**src/tlbrm_pkg.sv**
```systemverilog
// Shared constants, codes and control types of the TLB region mapper.
package tlbrm_pkg;

    localparam int SLOT_COUNT  = 64;
    localparam int SIZE_CODES  = 8;
    localparam int MAX_RESULTS = 64;

    localparam int SLOT_W = $clog2(SLOT_COUNT);
    localparam int CNT_W  = $clog2(SLOT_COUNT + 1);
    localparam int K_W    = $clog2(MAX_RESULTS);

    localparam logic [2:0] ST_WRITTEN   = 3'd0;
    localparam logic [2:0] ST_FREED     = 3'd1;
    localparam logic [2:0] ST_START_MIS = 3'd2;
    localparam logic [2:0] ST_LEN_MIS   = 3'd3;
    localparam logic [2:0] ST_FULL      = 3'd4;
    localparam logic [2:0] ST_EMPTY     = 3'd5;

    localparam logic [2:0] KIND_EXEC       = 3'd0;
    localparam logic [2:0] KIND_RO_NOCACHE = 3'd2;
    localparam logic [2:0] KIND_RW         = 3'd3;
    localparam logic [2:0] KIND_RW_NOCACHE = 3'd4;
    localparam logic [2:0] KIND_RW_EXEC    = 3'd5;

    localparam logic [31:0] OPT_EX    = 32'h0000_0200;
    localparam logic [31:0] OPT_WR    = 32'h0000_0100;
    localparam logic [31:0] OPT_I     = 32'h0000_0005;
    localparam logic [31:0] TAG_VALID = 32'h0000_0040;
    localparam logic [31:0] MASK_1K   = 32'h0000_03FF;

    typedef enum logic [4:0] {
        SOP_IDLE = 5'b00001,
        SOP_AIM  = 5'b00010,
        SOP_LOAD = 5'b00100,
        SOP_STEP = 5'b01000,
        SOP_FREE = 5'b10000
    } slot_op_t;

    typedef struct packed {
        slot_op_t            op;
        logic [SLOT_W-1:0]   load_idx;
        logic                in_range;
    } slot_ctrl_t;

    typedef struct packed {
        logic                at_last;
        logic                is_free;
        logic [SLOT_W-1:0]   idx;
        logic [CNT_W-1:0]    used_next;
    } slot_stat_t;

endpackage

```
**src/tlbrm_slot_table.sv**
```systemverilog
// Free-slot bitmap with a rotating one-slot-per-cycle search pointer.
module tlbrm_slot_table
(
    input  logic                   clk,
    input  logic                   rst_n,
    input  tlbrm_pkg::slot_ctrl_t  ctrl,
    output tlbrm_pkg::slot_stat_t  stat
);

    logic [tlbrm_pkg::SLOT_COUNT-1:0] free_reg, free_next;
    logic [tlbrm_pkg::SLOT_W-1:0]     idx_reg, idx_next;
    logic [tlbrm_pkg::SLOT_W-1:0]     last_reg, last_next;
    logic [tlbrm_pkg::CNT_W-1:0]      used_reg, used_next;
    logic [tlbrm_pkg::SLOT_W-1:0]     idx_inc;
    logic [tlbrm_pkg::SLOT_W-1:0]     last_inc;
    logic [tlbrm_pkg::SLOT_W-1:0]     idx_dec;
    logic                             at_last;
    logic                             is_free;

    localparam logic [tlbrm_pkg::SLOT_W-1:0] SLOT_TOP = tlbrm_pkg::SLOT_W'(tlbrm_pkg::SLOT_COUNT - 1);

    assign at_last  = (idx_reg == last_reg);
    assign is_free  = free_reg[idx_reg];
    assign idx_inc  = (idx_reg == SLOT_TOP) ? '0 : idx_reg + 1'b1;
    assign last_inc = (last_reg == SLOT_TOP) ? '0 : last_reg + 1'b1;
    assign idx_dec  = (idx_reg == '0) ? SLOT_TOP : idx_reg - 1'b1;

    always_comb
    begin
        free_next = free_reg;
        idx_next  = idx_reg;
        last_next = last_reg;
        used_next = used_reg;
        unique case (ctrl.op)
            tlbrm_pkg::SOP_IDLE:
            begin
            end
            tlbrm_pkg::SOP_AIM:
            begin
                idx_next = last_inc;
            end
            tlbrm_pkg::SOP_LOAD:
            begin
                idx_next = ctrl.load_idx;
            end
            tlbrm_pkg::SOP_STEP:
            begin
                if (!at_last)
                begin
                    if (is_free)
                    begin
                        free_next[idx_reg] = 1'b0;
                        last_next          = idx_reg;
                        used_next          = used_reg + 1'b1;
                    end
                    else
                    begin
                        idx_next = idx_inc;
                    end
                end
            end
            tlbrm_pkg::SOP_FREE:
            begin
                if (ctrl.in_range)
                begin
                    if (!is_free)
                    begin
                        free_next[idx_reg] = 1'b1;
                        if (used_reg != '0)
                        begin
                            used_next = used_reg - 1'b1;
                        end
                    end
                    last_next = idx_dec;
                end
            end
            default:
            begin
            end
        endcase
    end

    always_ff @(posedge clk or negedge rst_n)
    begin
        if (!rst_n)
        begin
            free_reg <= '1;
            idx_reg  <= '0;
            last_reg <= '0;
            used_reg <= '0;
        end
        else
        begin
            free_reg <= free_next;
            idx_reg  <= idx_next;
            last_reg <= last_next;
            used_reg <= used_next;
        end
    end

    assign stat.at_last   = at_last;
    assign stat.is_free   = is_free;
    assign stat.idx       = idx_reg;
    assign stat.used_next = used_next;

endmodule

```
**src/tlb_region_mapper.sv**
```systemverilog
// Top level of the TLB region mapper: request sequencer, block sizing and result register.
//
// Input stream (s_*): one item is a map request (s_tuser = 0) or a free command
// (s_tuser = 1). A map request is cut into aligned power-of-four blocks from 1K
// to 16M; each block claims a slot from a rotating search over 64 slots and
// yields one entry-write item on the output stream (m_*). m_tlast marks the
// final item of a request; m_tuser carries its status.
// Timing: s_tready is high only while the block is idle, so one request is
// worked at a time. A rejected request has its item set up in the check state,
// a free command in the free state that follows it. Each entry of a map request
// passes through block sizing (one size step per cycle through a shift-and-compare
// unit), then slot search (one slot probed per cycle), then the output state;
// a request emits at most 64 items.
// Reset: all slots free, search pointer at slot 0, count zero.
// Stall: a result waits in the output register while m_tready is low; the
// sequencer holds until it is taken.
module tlb_region_mapper
(
    input  logic        clk,
    input  logic        rst_n,
    input  logic        s_tvalid,
    output logic        s_tready,
    input  logic [87:0] s_tdata,   // start_addr, end_addr, access_kind, process_id, slot_index
    input  logic        s_tuser,   // cmd
    output logic        m_tvalid,
    input  logic        m_tready,
    output logic [87:0] m_tdata,   // entry_slot, tag_word, data_word, entry_pid, slots_in_use
    output logic [2:0]  m_tuser,   // status
    output logic        m_tlast
);

    typedef enum logic [6:0] {
        S_IDLE   = 7'b0000001,
        S_CHECK  = 7'b0000010,
        S_FREE   = 7'b0000100,
        S_SIZE   = 7'b0001000,
        S_SEARCH = 7'b0010000,
        S_OUT    = 7'b0100000,
        S_SPARE  = 7'b1000000
    } state_t;

    localparam logic [2:0] CODE_MAX = 3'(tlbrm_pkg::SIZE_CODES - 1);
    localparam logic [tlbrm_pkg::K_W-1:0] K_LAST = tlbrm_pkg::K_W'(tlbrm_pkg::MAX_RESULTS - 1);

    state_t                       state_reg, state_next;
    logic                         cmd_reg, cmd_next;
    logic [31:0]                  addr_reg, addr_next;
    logic [31:0]                  nbytes_reg, nbytes_next;
    logic [31:0]                  opts_reg, opts_next;
    logic [7:0]                   pid_reg, pid_next;
    logic [5:0]                   sidx_reg, sidx_next;
    logic [31:0]                  mask_reg, mask_next;
    logic [2:0]                   code_reg, code_next;
    logic [tlbrm_pkg::K_W-1:0]    k_reg, k_next;
    logic                         out_valid_reg, out_valid_next;
    logic [5:0]                   out_slot_reg, out_slot_next;
    logic [31:0]                  out_tag_reg, out_tag_next;
    logic [31:0]                  out_data_reg, out_data_next;
    logic [7:0]                   out_pid_reg, out_pid_next;
    logic [2:0]                   out_status_reg, out_status_next;
    logic [6:0]                   out_used_reg, out_used_next;
    logic                         out_last_reg, out_last_next;

    tlbrm_pkg::slot_ctrl_t        slot_ctrl;
    tlbrm_pkg::slot_stat_t        slot_stat;

    logic [31:0]                  in_start;
    logic [31:0]                  in_end;
    logic [2:0]                   in_kind;
    logic [31:0]                  in_opts;
    logic [31:0]                  mask_cand;
    logic                         size_up;
    logic [31:0]                  blk_size;
    logic [31:0]                  nbytes_after;
    logic [6:0]                   used_ext;

    assign in_start = s_tdata[31:0];
    assign in_end   = s_tdata[63:32];
    assign in_kind  = s_tdata[66:64];

    always_comb
    begin
        in_opts = '0;
        if (in_kind == tlbrm_pkg::KIND_EXEC || in_kind == tlbrm_pkg::KIND_RW_EXEC)
        begin
            in_opts = in_opts | tlbrm_pkg::OPT_EX;
        end
        if (in_kind == tlbrm_pkg::KIND_RW || in_kind == tlbrm_pkg::KIND_RW_NOCACHE
            || in_kind == tlbrm_pkg::KIND_RW_EXEC)
        begin
            in_opts = in_opts | tlbrm_pkg::OPT_WR;
        end
        if (in_kind == tlbrm_pkg::KIND_RO_NOCACHE || in_kind == tlbrm_pkg::KIND_RW_NOCACHE)
        begin
            in_opts = in_opts | tlbrm_pkg::OPT_I;
        end
    end

    assign mask_cand    = {mask_reg[29:0], 2'b11};
    assign size_up      = (mask_cand < nbytes_reg) && ((addr_reg & mask_cand) == '0)
                          && (code_reg < CODE_MAX);
    assign blk_size     = mask_reg + 32'd1;
    assign nbytes_after = nbytes_reg - blk_size;
    assign used_ext     = 7'(slot_stat.used_next);

    assign s_tready = (state_reg == S_IDLE);
    assign m_tvalid = out_valid_reg;
    assign m_tdata  = {3'b000, out_used_reg, out_pid_reg, out_data_reg, out_tag_reg,
                       out_slot_reg};
    assign m_tuser  = out_status_reg;
    assign m_tlast  = out_last_reg;

    always_comb
    begin
        slot_ctrl.op       = tlbrm_pkg::SOP_IDLE;
        slot_ctrl.load_idx = tlbrm_pkg::SLOT_W'(sidx_reg);
        slot_ctrl.in_range = ({1'b0, sidx_reg} < 7'(tlbrm_pkg::SLOT_COUNT));
        unique case (state_reg)
            S_CHECK:
            begin
                if (cmd_reg)
                begin
                    slot_ctrl.op = tlbrm_pkg::SOP_LOAD;
                end
            end
            S_FREE:
            begin
                slot_ctrl.op = tlbrm_pkg::SOP_FREE;
            end
            S_SIZE:
            begin
                if (!size_up)
                begin
                    slot_ctrl.op = tlbrm_pkg::SOP_AIM;
                end
            end
            S_SEARCH:
            begin
                slot_ctrl.op = tlbrm_pkg::SOP_STEP;
            end
            default:
            begin
            end
        endcase
    end

    always_comb
    begin
        state_next         = state_reg;
        cmd_next           = cmd_reg;
        addr_next          = addr_reg;
        nbytes_next        = nbytes_reg;
        opts_next          = opts_reg;
        pid_next           = pid_reg;
        sidx_next          = sidx_reg;
        mask_next          = mask_reg;
        code_next          = code_reg;
        k_next             = k_reg;
        out_valid_next     = out_valid_reg;
        out_slot_next      = out_slot_reg;
        out_tag_next       = out_tag_reg;
        out_data_next      = out_data_reg;
        out_pid_next       = out_pid_reg;
        out_status_next    = out_status_reg;
        out_used_next      = out_used_reg;
        out_last_next      = out_last_reg;

        unique case (state_reg)
            S_IDLE:
            begin
                if (s_tvalid)
                begin
                    cmd_next    = s_tuser;
                    addr_next   = in_start;
                    nbytes_next = in_end - in_start + 32'd1;
                    opts_next   = in_opts;
                    pid_next    = s_tdata[74:67];
                    sidx_next   = s_tdata[80:75];
                    state_next  = S_CHECK;
                end
            end
            S_CHECK:
            begin
                out_slot_next   = '0;
                out_tag_next    = '0;
                out_data_next   = '0;
                out_pid_next    = '0;
                out_used_next   = used_ext;
                out_last_next   = 1'b1;
                if (cmd_reg)
                begin
                    state_next   = S_FREE;
                end
                else if ((addr_reg & tlbrm_pkg::MASK_1K) != '0)
                begin
                    out_status_next = tlbrm_pkg::ST_START_MIS;
                    out_valid_next  = 1'b1;
                    state_next      = S_OUT;
                end
                else if ((nbytes_reg & tlbrm_pkg::MASK_1K) != '0)
                begin
                    out_status_next = tlbrm_pkg::ST_LEN_MIS;
                    out_valid_next  = 1'b1;
                    state_next      = S_OUT;
                end
                else if (nbytes_reg == '0)
                begin
                    out_status_next = tlbrm_pkg::ST_EMPTY;
                    out_valid_next  = 1'b1;
                    state_next      = S_OUT;
                end
                else
                begin
                    mask_next  = tlbrm_pkg::MASK_1K;
                    code_next  = '0;
                    k_next     = '0;
                    state_next = S_SIZE;
                end
            end
            S_FREE:
            begin
                out_slot_next   = sidx_reg;
                out_tag_next    = '0;
                out_data_next   = '0;
                out_pid_next    = '0;
                out_status_next = tlbrm_pkg::ST_FREED;
                out_used_next   = used_ext;
                out_last_next   = 1'b1;
                out_valid_next  = 1'b1;
                state_next      = S_OUT;
            end
            S_SIZE:
            begin
                if (size_up)
                begin
                    mask_next = mask_cand;
                    code_next = code_reg + 3'd1;
                end
                else
                begin
                    state_next   = S_SEARCH;
                end
            end
            S_SEARCH:
            begin
                if (slot_stat.at_last)
                begin
                    out_slot_next   = '0;
                    out_tag_next    = '0;
                    out_data_next   = '0;
                    out_pid_next    = '0;
                    out_status_next = tlbrm_pkg::ST_FULL;
                    out_used_next   = used_ext;
                    out_last_next   = 1'b1;
                    out_valid_next  = 1'b1;
                    state_next      = S_OUT;
                end
                else if (slot_stat.is_free)
                begin
                    out_slot_next  = 6'(slot_stat.idx);
                    out_tag_next   = addr_reg | {22'd0, code_reg, 7'd0} | tlbrm_pkg::TAG_VALID;
                    out_data_next  = addr_reg | opts_reg;
                    out_pid_next   = pid_reg;
                    out_used_next  = used_ext;
                    out_valid_next = 1'b1;
                    addr_next      = addr_reg + blk_size;
                    nbytes_next    = nbytes_after;
                    k_next         = k_reg + 1'b1;
                    state_next     = S_OUT;
                    if (nbytes_after == '0)
                    begin
                        out_status_next = tlbrm_pkg::ST_WRITTEN;
                        out_last_next   = 1'b1;
                    end
                    else if (k_reg == K_LAST)
                    begin
                        out_status_next = tlbrm_pkg::ST_FULL;
                        out_last_next   = 1'b1;
                    end
                    else
                    begin
                        out_status_next = tlbrm_pkg::ST_WRITTEN;
                        out_last_next   = 1'b0;
                    end
                end
            end
            S_OUT:
            begin
                if (m_tready)
                begin
                    out_valid_next = 1'b0;
                    if (out_last_reg)
                    begin
                        state_next = S_IDLE;
                    end
                    else
                    begin
                        mask_next  = tlbrm_pkg::MASK_1K;
                        code_next  = '0;
                        state_next = S_SIZE;
                    end
                end
            end
            default:
            begin
                out_valid_next = 1'b0;
                state_next     = S_IDLE;
            end
        endcase
    end

    tlbrm_slot_table u_slot_table
    (
        .clk   (clk),
        .rst_n (rst_n),
        .ctrl  (slot_ctrl),
        .stat  (slot_stat)
    );

    always_ff @(posedge clk or negedge rst_n)
    begin
        if (!rst_n)
        begin
            state_reg     <= S_IDLE;
            out_valid_reg <= 1'b0;
            k_reg         <= '0;
            cmd_reg       <= 1'b0;
        end
        else
        begin
            state_reg     <= state_next;
            out_valid_reg <= out_valid_next;
            k_reg         <= k_next;
            cmd_reg       <= cmd_next;
        end
    end

    always_ff @(posedge clk)
    begin
        addr_reg       <= addr_next;
        nbytes_reg     <= nbytes_next;
        opts_reg       <= opts_next;
        pid_reg        <= pid_next;
        sidx_reg       <= sidx_next;
        mask_reg       <= mask_next;
        code_reg       <= code_next;
        out_slot_reg   <= out_slot_next;
        out_tag_reg    <= out_tag_next;
        out_data_reg   <= out_data_next;
        out_pid_reg    <= out_pid_next;
        out_status_reg <= out_status_next;
        out_used_reg   <= out_used_next;
        out_last_reg   <= out_last_next;
    end

endmodule

```
**config.mk**
```make
export PLATFORM = sky130hd
export DESIGN_NAME = tlb_region_mapper
export DESIGN_NICKNAME = d
export VERILOG_FILES = /design/src/tlbrm_pkg.sv /design/src/tlbrm_slot_table.sv /design/src/tlb_region_mapper.sv
export SDC_FILE = /design/constraint.sdc
export NUM_CORES = 1
export LEC_CHECK = 0
export ABC_AREA = 1
export BUFFER_PORTS_ARGS = -buffer_cell sky130_fd_sc_hd__buf_2
export CORE_MARGIN = 2
export CORE_UTILIZATION = 45
export CTS_BUF_LIST = sky130_fd_sc_hd__clkbuf_8
export CTS_CLUSTER_DIAMETER = 30
export DETAILED_ROUTE_END_ITERATION = 7
export PLACE_DENSITY = 0.62
export SLEW_MARGIN = 10
export SYNTH_ARGS = -nofsm -noshare
export SYNTH_HDL_FRONTEND = slang
export SYNTH_SLANG_ARGS = --single-unit
export TNS_END_PERCENT = 100
```
**constraint.sdc**
```tcl
create_clock -name clk -period 5.07 [get_ports clk]
set_input_delay 0.2535 -clock clk [delete_from_list [all_inputs] [get_ports clk]]
set_output_delay 0.2535 -clock clk [all_outputs]
set_load 0.005 [all_outputs]
```
==> flow_summary.yaml, run 1 <==
status:
  status: "complete, no violations"
finish:
  layout-drive-gt1-share: 0.150
  fin_nets: 2915
  stdcell_area_um2: 21700
  multi_input_area_um2: 9350
  area_delta_synth_final_pct: 18.1
  final_common_cell: "nand2_1"
  antenna_cells: 0
  nFillCells: 3937
  layout_common_cells: "613 x nand2_1, 342 x inv_1, 302 x nor2_1, 175 x buf_2, 158 x edfxtp_1"
  regArea_um2: 7250
  final_cells: 3283
routing:
  drt_wl_total_um: 58400
  drtIter0Drc: 1339
  drc: 0
  route.vias.total: 17484
  wl_per_cell_um: 17.8
  routed_via_density: 5.33
  ant_nets: 0
  first_pass_iters: 6
job:
  maxCapViolations: 0
clocking:
  cts_resized: 0
  numCtsBuffers: 75
  cts_buffer_depth: 3
  clock_latency_ns: 0.64
  cts_sinks: 255
  path_clk_slew_ns: 0.05
  htree_levels: 3
  clockRootBuffer: "clkbuf_8"
  cts_tree: "yes"
  post-cts-setup-buffers: 0
floorplanning:
  num_io_pins: 187
  chipWidth_um: 206
  die_y_um: 206
  rows: 74
  core_area_um2: 40600
  dieArea_um2: 42500
  start_util: 0.454
place:
  hpwl_um: 43600
  routabilityCongestion: 0.979
  io_buffers: 176
  place_area_um2: 19600
  dp_cells: 3097
sta:
  setup_viol: 0
  setup_tns_ns: 0
  finalClockSkew_ns: 0.0376
  hold_viol_final: 0
  fin_crit_sh: 0.806
  tightest_slew_ns: 1.23
  fmax_mhz: 245
  rsz0062_at_grt: "no"
  relSlewSlack: 0.180
  finalMaxSlewViolations: 0
  fin_crit_ns: 4.08
logic_synthesis:
  synthesis.instances: 2465
  synth_cell_types: 49
  synth_area_um2: 18400
  yosys_warnings: 0
  synth_edf_count: 158
  postSynthAreaPerCell_um2: 7.46
  synth_ff_type: "edfxtp_1"
  ys_seq_elements: 255
  async_reset_ff_frac: 0.380
  synth-seq-area-share: 0.394
global_route:
  grt_usage: 0.275
  grt_pass1_wl_um: 89900
  grt-ovfl-total: 0
  grt_pass1_vias: 16952
  antenna_found_initial: 0
  grt_max_degree: 79
worst_setup_path:
  crit_type: "reg2reg"
  worstReg2RegStart: "mask_reg[11]"
  start_kind: "register"
  worstPathRequired_ns: 5.47
  critPathMaxFanout: 6
  cp-end-kind: "register"
  timing.rr.end: "m_tuser[2]"
  startpoint: "mask_reg[11]"
  reg2reg_depth: 23
  reg2reg_slack_ns: 0.99
  arrival_ns: 4.48
power:
  ir_worst_vdd_v: 0.000354
  power.density_nw_per_um2: 535
  leakage_nw: 10.0
min_path:
  hold_path_end: "addr_reg[11]"
  hold_path.class: "in2reg"
  worstHoldStart: "s_tdata[11]"
  worstHoldPathCells: 3
Yosys cell counts, types with 13 or more instances:
cell | instances | share of area
o22ai_1 | 14 | 0.0048
clkbuf_1 | 30 | 0.0061
xor2_1 | 31 | 0.015
ha_1 | 131 | 0.089
nand3_2 | 20 | 0.011
nand2_1 | 615 | 0.13
buf_4 | 29 | 0.012
dfstp_2 | 65 | 0.093
a21o_1 | 13 | 0.0053
nand3_1 | 155 | 0.042
dfrtp_1 | 32 | 0.044
buf_2 | 20 | 0.0054
inv_1 | 329 | 0.067
nand4_1 | 48 | 0.016
a21oi_1 | 126 | 0.034
o21ai_0 | 134 | 0.036
o21ai_1 | 67 | 0.018
edfxtp_1 | 158 | 0.26
nor3_1 | 31 | 0.0084
nor2_1 | 303 | 0.062
worst max-delay path, stage by stage (launching register included):
cell      delay [ns]
edfxtp_1        0.62
ha_1            0.25
nand2_1         0.09
nor2_1          0.11
inv_1           0.06
nor2_1          0.09
inv_1           0.06
nor2_1          0.19
inv_1           0.11
o21ai_0         0.19
o21a_1          0.23
inv_1           0.07
ha_1            0.42
nand2_1         0.13
nor3_1          0.28
nand3_1         0.14
nand4_1         0.09
nand2_1         0.12
nor2_1          0.13
nand2_1         0.06
nor2_1          0.08
nand3_1         0.16
nand2_1         0.10
nand2_1         0.05
worst max-delay path by stage:
stage                     cells after the start  slack, ns      endpoint
final                                        23       0.99    m_tuser[2]
after global routing                         23       0.73    m_tuser[2]
after CTS                                    27       1.07    m_tuser[2]
after detailed placement                     23       1.06    m_tuser[2]
after global placement                       27       1.10    m_tuser[2]
after floorplan                              15       0.59  addr_reg[10]
area by class of cell:
| cell class | count | area share |
|---|---|---|
| multi-input combinational | 1783 | 0.430 |
| sequential | 255 | 0.334 |
| timing repair buffer | 240 | 0.0706 |
| inverter | 335 | 0.0579 |
| clock buffer | 80 | 0.0507 |
| tap | 532 | 0.0306 |
| clock inverter | 58 | 0.0261 |
cell families (layout without fill, tap and decap cells):
logic type | after synthesis | in the layout | synth area share
muxes | 1 | 1 | 0.000612
and+or+nand+nor | 1200 | 1200 | 0.275
other | 1 | 3 | 0.000204
xor gates and xnor gates | 43 | 43 | 0.0205
adders and majority gates | 132 | 132 | 0.0902
AOI/OAI and AO/OA | 404 | 404 | 0.120
DFF | 255 | 255 | 0.394
buffers and inverters | 429 | 713 | 0.0989
power breakdown:
part	internal, mW	switching, mW
clock	1.99	1.15
combinational	1.60	3.57
sequential	2.93	0.386
total	6.52	5.11
through the flow:
stage | hold WS (ns) | utilization | power [mW] | setup WS, ns
5_1_grt | 0.0297 | 0.536 | 12.4 | 0.728
3_5_place_dp | 0.432 | 0.483 | 8.40 | 1.06
6_report | 0.0344 | 0.536 | 11.6 | 0.985
3_3_place_gp | 0.433 | 0.483 | 8.35 | 1.10
2_1_floorplan | -0.0421 | - | 6.78 | 0.586
4_1_cts | 0.000375 | 0.536 | 11.6 | 1.07
metal layers:
layer | wire, um | GRT usage | vias up
met5 | 0 | 0 | -
met4 | 2470 | 0.123 | 0
met3 | 3830 | 0.0448 | 131
met2 | 27600 | 0.466 | 633
met1 | 24500 | 0.346 | 8108
li1 | - | - | 8612
what timing repair did:
| action | CTS | global route |
|---|---|---|
| endpoints found under the setup margin | 0 | 0 |
| hold buffers | 48 | 0 |
| endpoints found under the hold margin | 57 | 0 |
Power figures use the tool's default switching activity.
==> inputs of run 2 (changes only) <==
--- a/config.mk
+++ b/config.mk
@@ -5,7 +5,7 @@
 export SDC_FILE = /design/constraint.sdc
 export NUM_CORES = 1
 export LEC_CHECK = 0
-export ABC_AREA = 1
+export ABC_AREA = 0
 export BUFFER_PORTS_ARGS = -buffer_cell sky130_fd_sc_hd__buf_2
 export CORE_MARGIN = 2
 export CORE_UTILIZATION = 45
==> constraint.sdc (replaced) <==
create_clock -name clk -period 4 [get_ports clk]
set_input_delay 0.2 -clock clk [delete_from_list [all_inputs] [get_ports clk]]
set_output_delay 0.2 -clock clk [all_outputs]
set_load 0.005 [all_outputs]
==> run 2 against run 1 <==
  * Sequential share of layout area up 2.6 points
  * Die area decreased by 9.8%
  * Register-to-register slack worse by 0.84 ns
  * Area after synthesis down 10%
  * Sequential power rose by 22%
  * Combinational power is 2% higher
  * Flip-flop and latch count did not move
  * Critical endpoint unchanged
  * Largest cell class unchanged
==> flow_summary.yaml, run 2 <==
status:
  status: "complete, no violations"
global_route:
  grt_pass1_wl_um: 70700
  grt_pass1_vias: 13182
  grt_usage: 0.234
  grt_max_degree: 81
  antenna_found_initial: 3
  grt-ovfl-total: 0
sta:
  hold_viol_final: 0
  setup_tns_ns: 0
  finalClockSkew_ns: 0.0443
  fin_crit_sh: 0.964
  tightest_slew_ns: 0.891
  fin_crit_ns: 3.85
  relSlewSlack: 0.406
  fmax_mhz: 259
  setup_slack_ns: 0.146
  finalMaxSlewViolations: 0
  setup_viol: 0
finish:
  antenna_cells: 0
  final_common_cell: "buf_2"
  layout-drive-gt1-share: 0.251
  area_delta_synth_final_pct: 21.9
  layout_common_cells: "175 x buf_2, 166 x o21ai_0, 158 x edfxtp_1, 129 x ha_1, 120 x nand2_1"
  post-route-util: 0.554
  fin_nets: 2156
routing:
  drc: 0
  first_pass_iters: 7
  drt_wl_total_um: 45000
  ant_nets: 0
  drtIter0Drc: 842
  wl_per_cell_um: 18.4
  route.vias.total: 13595
  routed_via_density: 5.55
logic_synthesis:
  synthesis.instances: 1659
  async_reset_ff_frac: 0.380
  synth_cell_types: 84
  yosys_warnings: 0
  synth.largest_area_cell: "edfxtp_1"
  synth.top_cell.area_share: 0.287
  postSynthAreaPerCell_um2: 9.97
  yosys-top-cells-count: "168 x o21ai_0, 158 x edfxtp_1, 131 x ha_1, 120 x nand2_1, 104 x inv_1"
  synth_area_um2: 16500
  synth_most_common_cell: "o21ai_0"
  synth.area.top_cells: "edfxtp_1 29%, dfstp_2 10%, ha_1 9.9%, o21ai_0 5.1%, dfrtp_1 4.8%"
  synth_ff_type: "edfxtp_1"
  synth-seq-area-share: 0.438
  synth_edf_count: 158
  ys_seq_elements: 255
clocking:
  cts_sinks: 255
  clock_latency_ns: 0.63
  cts_buffer_depth: 3
  numCtsBuffers: 58
  htree_levels: 2
  path_clk_slew_ns: 0.06
  clockRootBuffer: "clkbuf_8"
  cts_tree: "yes"
power:
  power_mw: 12.9
  power.density_nw_per_um2: 639
  ir_worst_vdd_v: 0.000273
  leakage_nw: 8.58
floorplanning:
  chipWidth_um: 196
  start_util: 0.454
  dieArea_um2: 38300
  rows: 70
  core_area_um2: 36400
  die_y_um: 196
  num_io_pins: 187
worst_setup_path:
  crit_type: "reg2reg"
  arrival_ns: 4.19
  critPathMaxFanout: 4
  worstPathRequired_ns: 4.33
  start_kind: "register"
  cp-end-kind: "register"
place:
  routabilityCongestion: 0.919
  hpwl_um: 33000
  io_buffers: 176
  dp_slack_ns: -0.0175
job:
  maxCapViolations: 0
min_path:
  hold_path.class: "in2reg"
## run 2: cell count changes after synthesis, moves of 25 or more
cell	delta
nand2_1	-495
a21oi_1	-57
o21ai_0	+34
o31ai_1	+61
nor2_1	-202
and2_1	+68
o21ai_1	-66
xnor2_1	+36
inv_1	-225
nand3_1	-104
nand4_1	-25
## run 2: worst max-delay path: stages (launching register included)
cell and delay (ns):
edfxtp_1 0.40, ha_2 0.21, nand3_2 0.10, nor2_2 0.13
buf_4 0.16, and3_4 0.21, xor2_2 0.15, inv_1 0.06
ha_1 0.31, nand2_1 0.09, nor2_1 0.05, a221o_1 0.40
o21a_1 0.23, or3_4 0.38, a2111oi_2 0.36, and4_4 0.29
o31ai_1 0.07
## run 2: worst paths after layout
check | startpoint | slack (ns) | endpoint | cells after the start
min in group asynchronous | rst_n | 0.18 | state_reg[2] | 2
setup reg to reg | mask_reg[13] | 0.15 | m_tuser[2] | 16
hold reg to reg | register | 0.49 | register | 2
hold / removal | s_tdata[13] | 0.04 | addr_reg[13] | 3
setup / recovery | mask_reg[13] | 0.15 | m_tuser[2] | 16
max in group asynchronous | rst_n | 2.93 | async pin | 3
## run 2: metrics by stage
step	hold slack, ns	std cells	instance area [um^2]
floorplan	-0.0956	1661	16600
global placement	0.315	2281	18100
detailed placement	0.309	2281	18100
CTS	0.00447	2436	20000
global route	0.0498	2448	20200
finish	0.0447	2448	20200
## run 2: kinds of logic after synthesis
group | Yosys count | share of synthesized area
compound gates | 451 | 0.175
fa+ha+maj | 132 | 0.100
mux | 39 | 0.0332
buf+inv | 208 | 0.0565
xor+xnor | 92 | 0.0487
flops | 255 | 0.438
simple gates | 481 | 0.148
other cells | 1 | 0.000227
## run 2: per-layer routing
layer | GRT usage | vias to the layer above | wire [um]
met1 | 0.328 | 6464 | 20900
met3 | 0.0445 | 79 | 3020
met2 | 0.367 | 438 | 20000
met5 | 0 | - | 0
li1 | - | 6614 | -
met4 | 0.0710 | 0 | 1040
## run 2: power by group
part           total (mW)  internal (mW)  switching, mW  leakage, nW
clock network        3.56           2.22           1.34        0.733
logic                5.27           2.21           3.06         5.28
registers            4.05           3.57          0.486         2.56
## run 2: what timing repair did
item                       4_1_cts  5_1_grt
gates resized for setup          1       19
setup endpoints to repair        1        3
hold buffers                    46        0
pin swaps                        1        7
hold endpoints to repair        62        0
setup buffers                    0       12
## run 2: area by class of cell
type	count	area, um^2
multi-input cells	1198	8480
fillers	3236	16300
well taps	468	586
clock buffers	64	881
repair buffers	312	2030
clock inverters	45	546
inverters	106	400
flip-flops and latches	255	7250
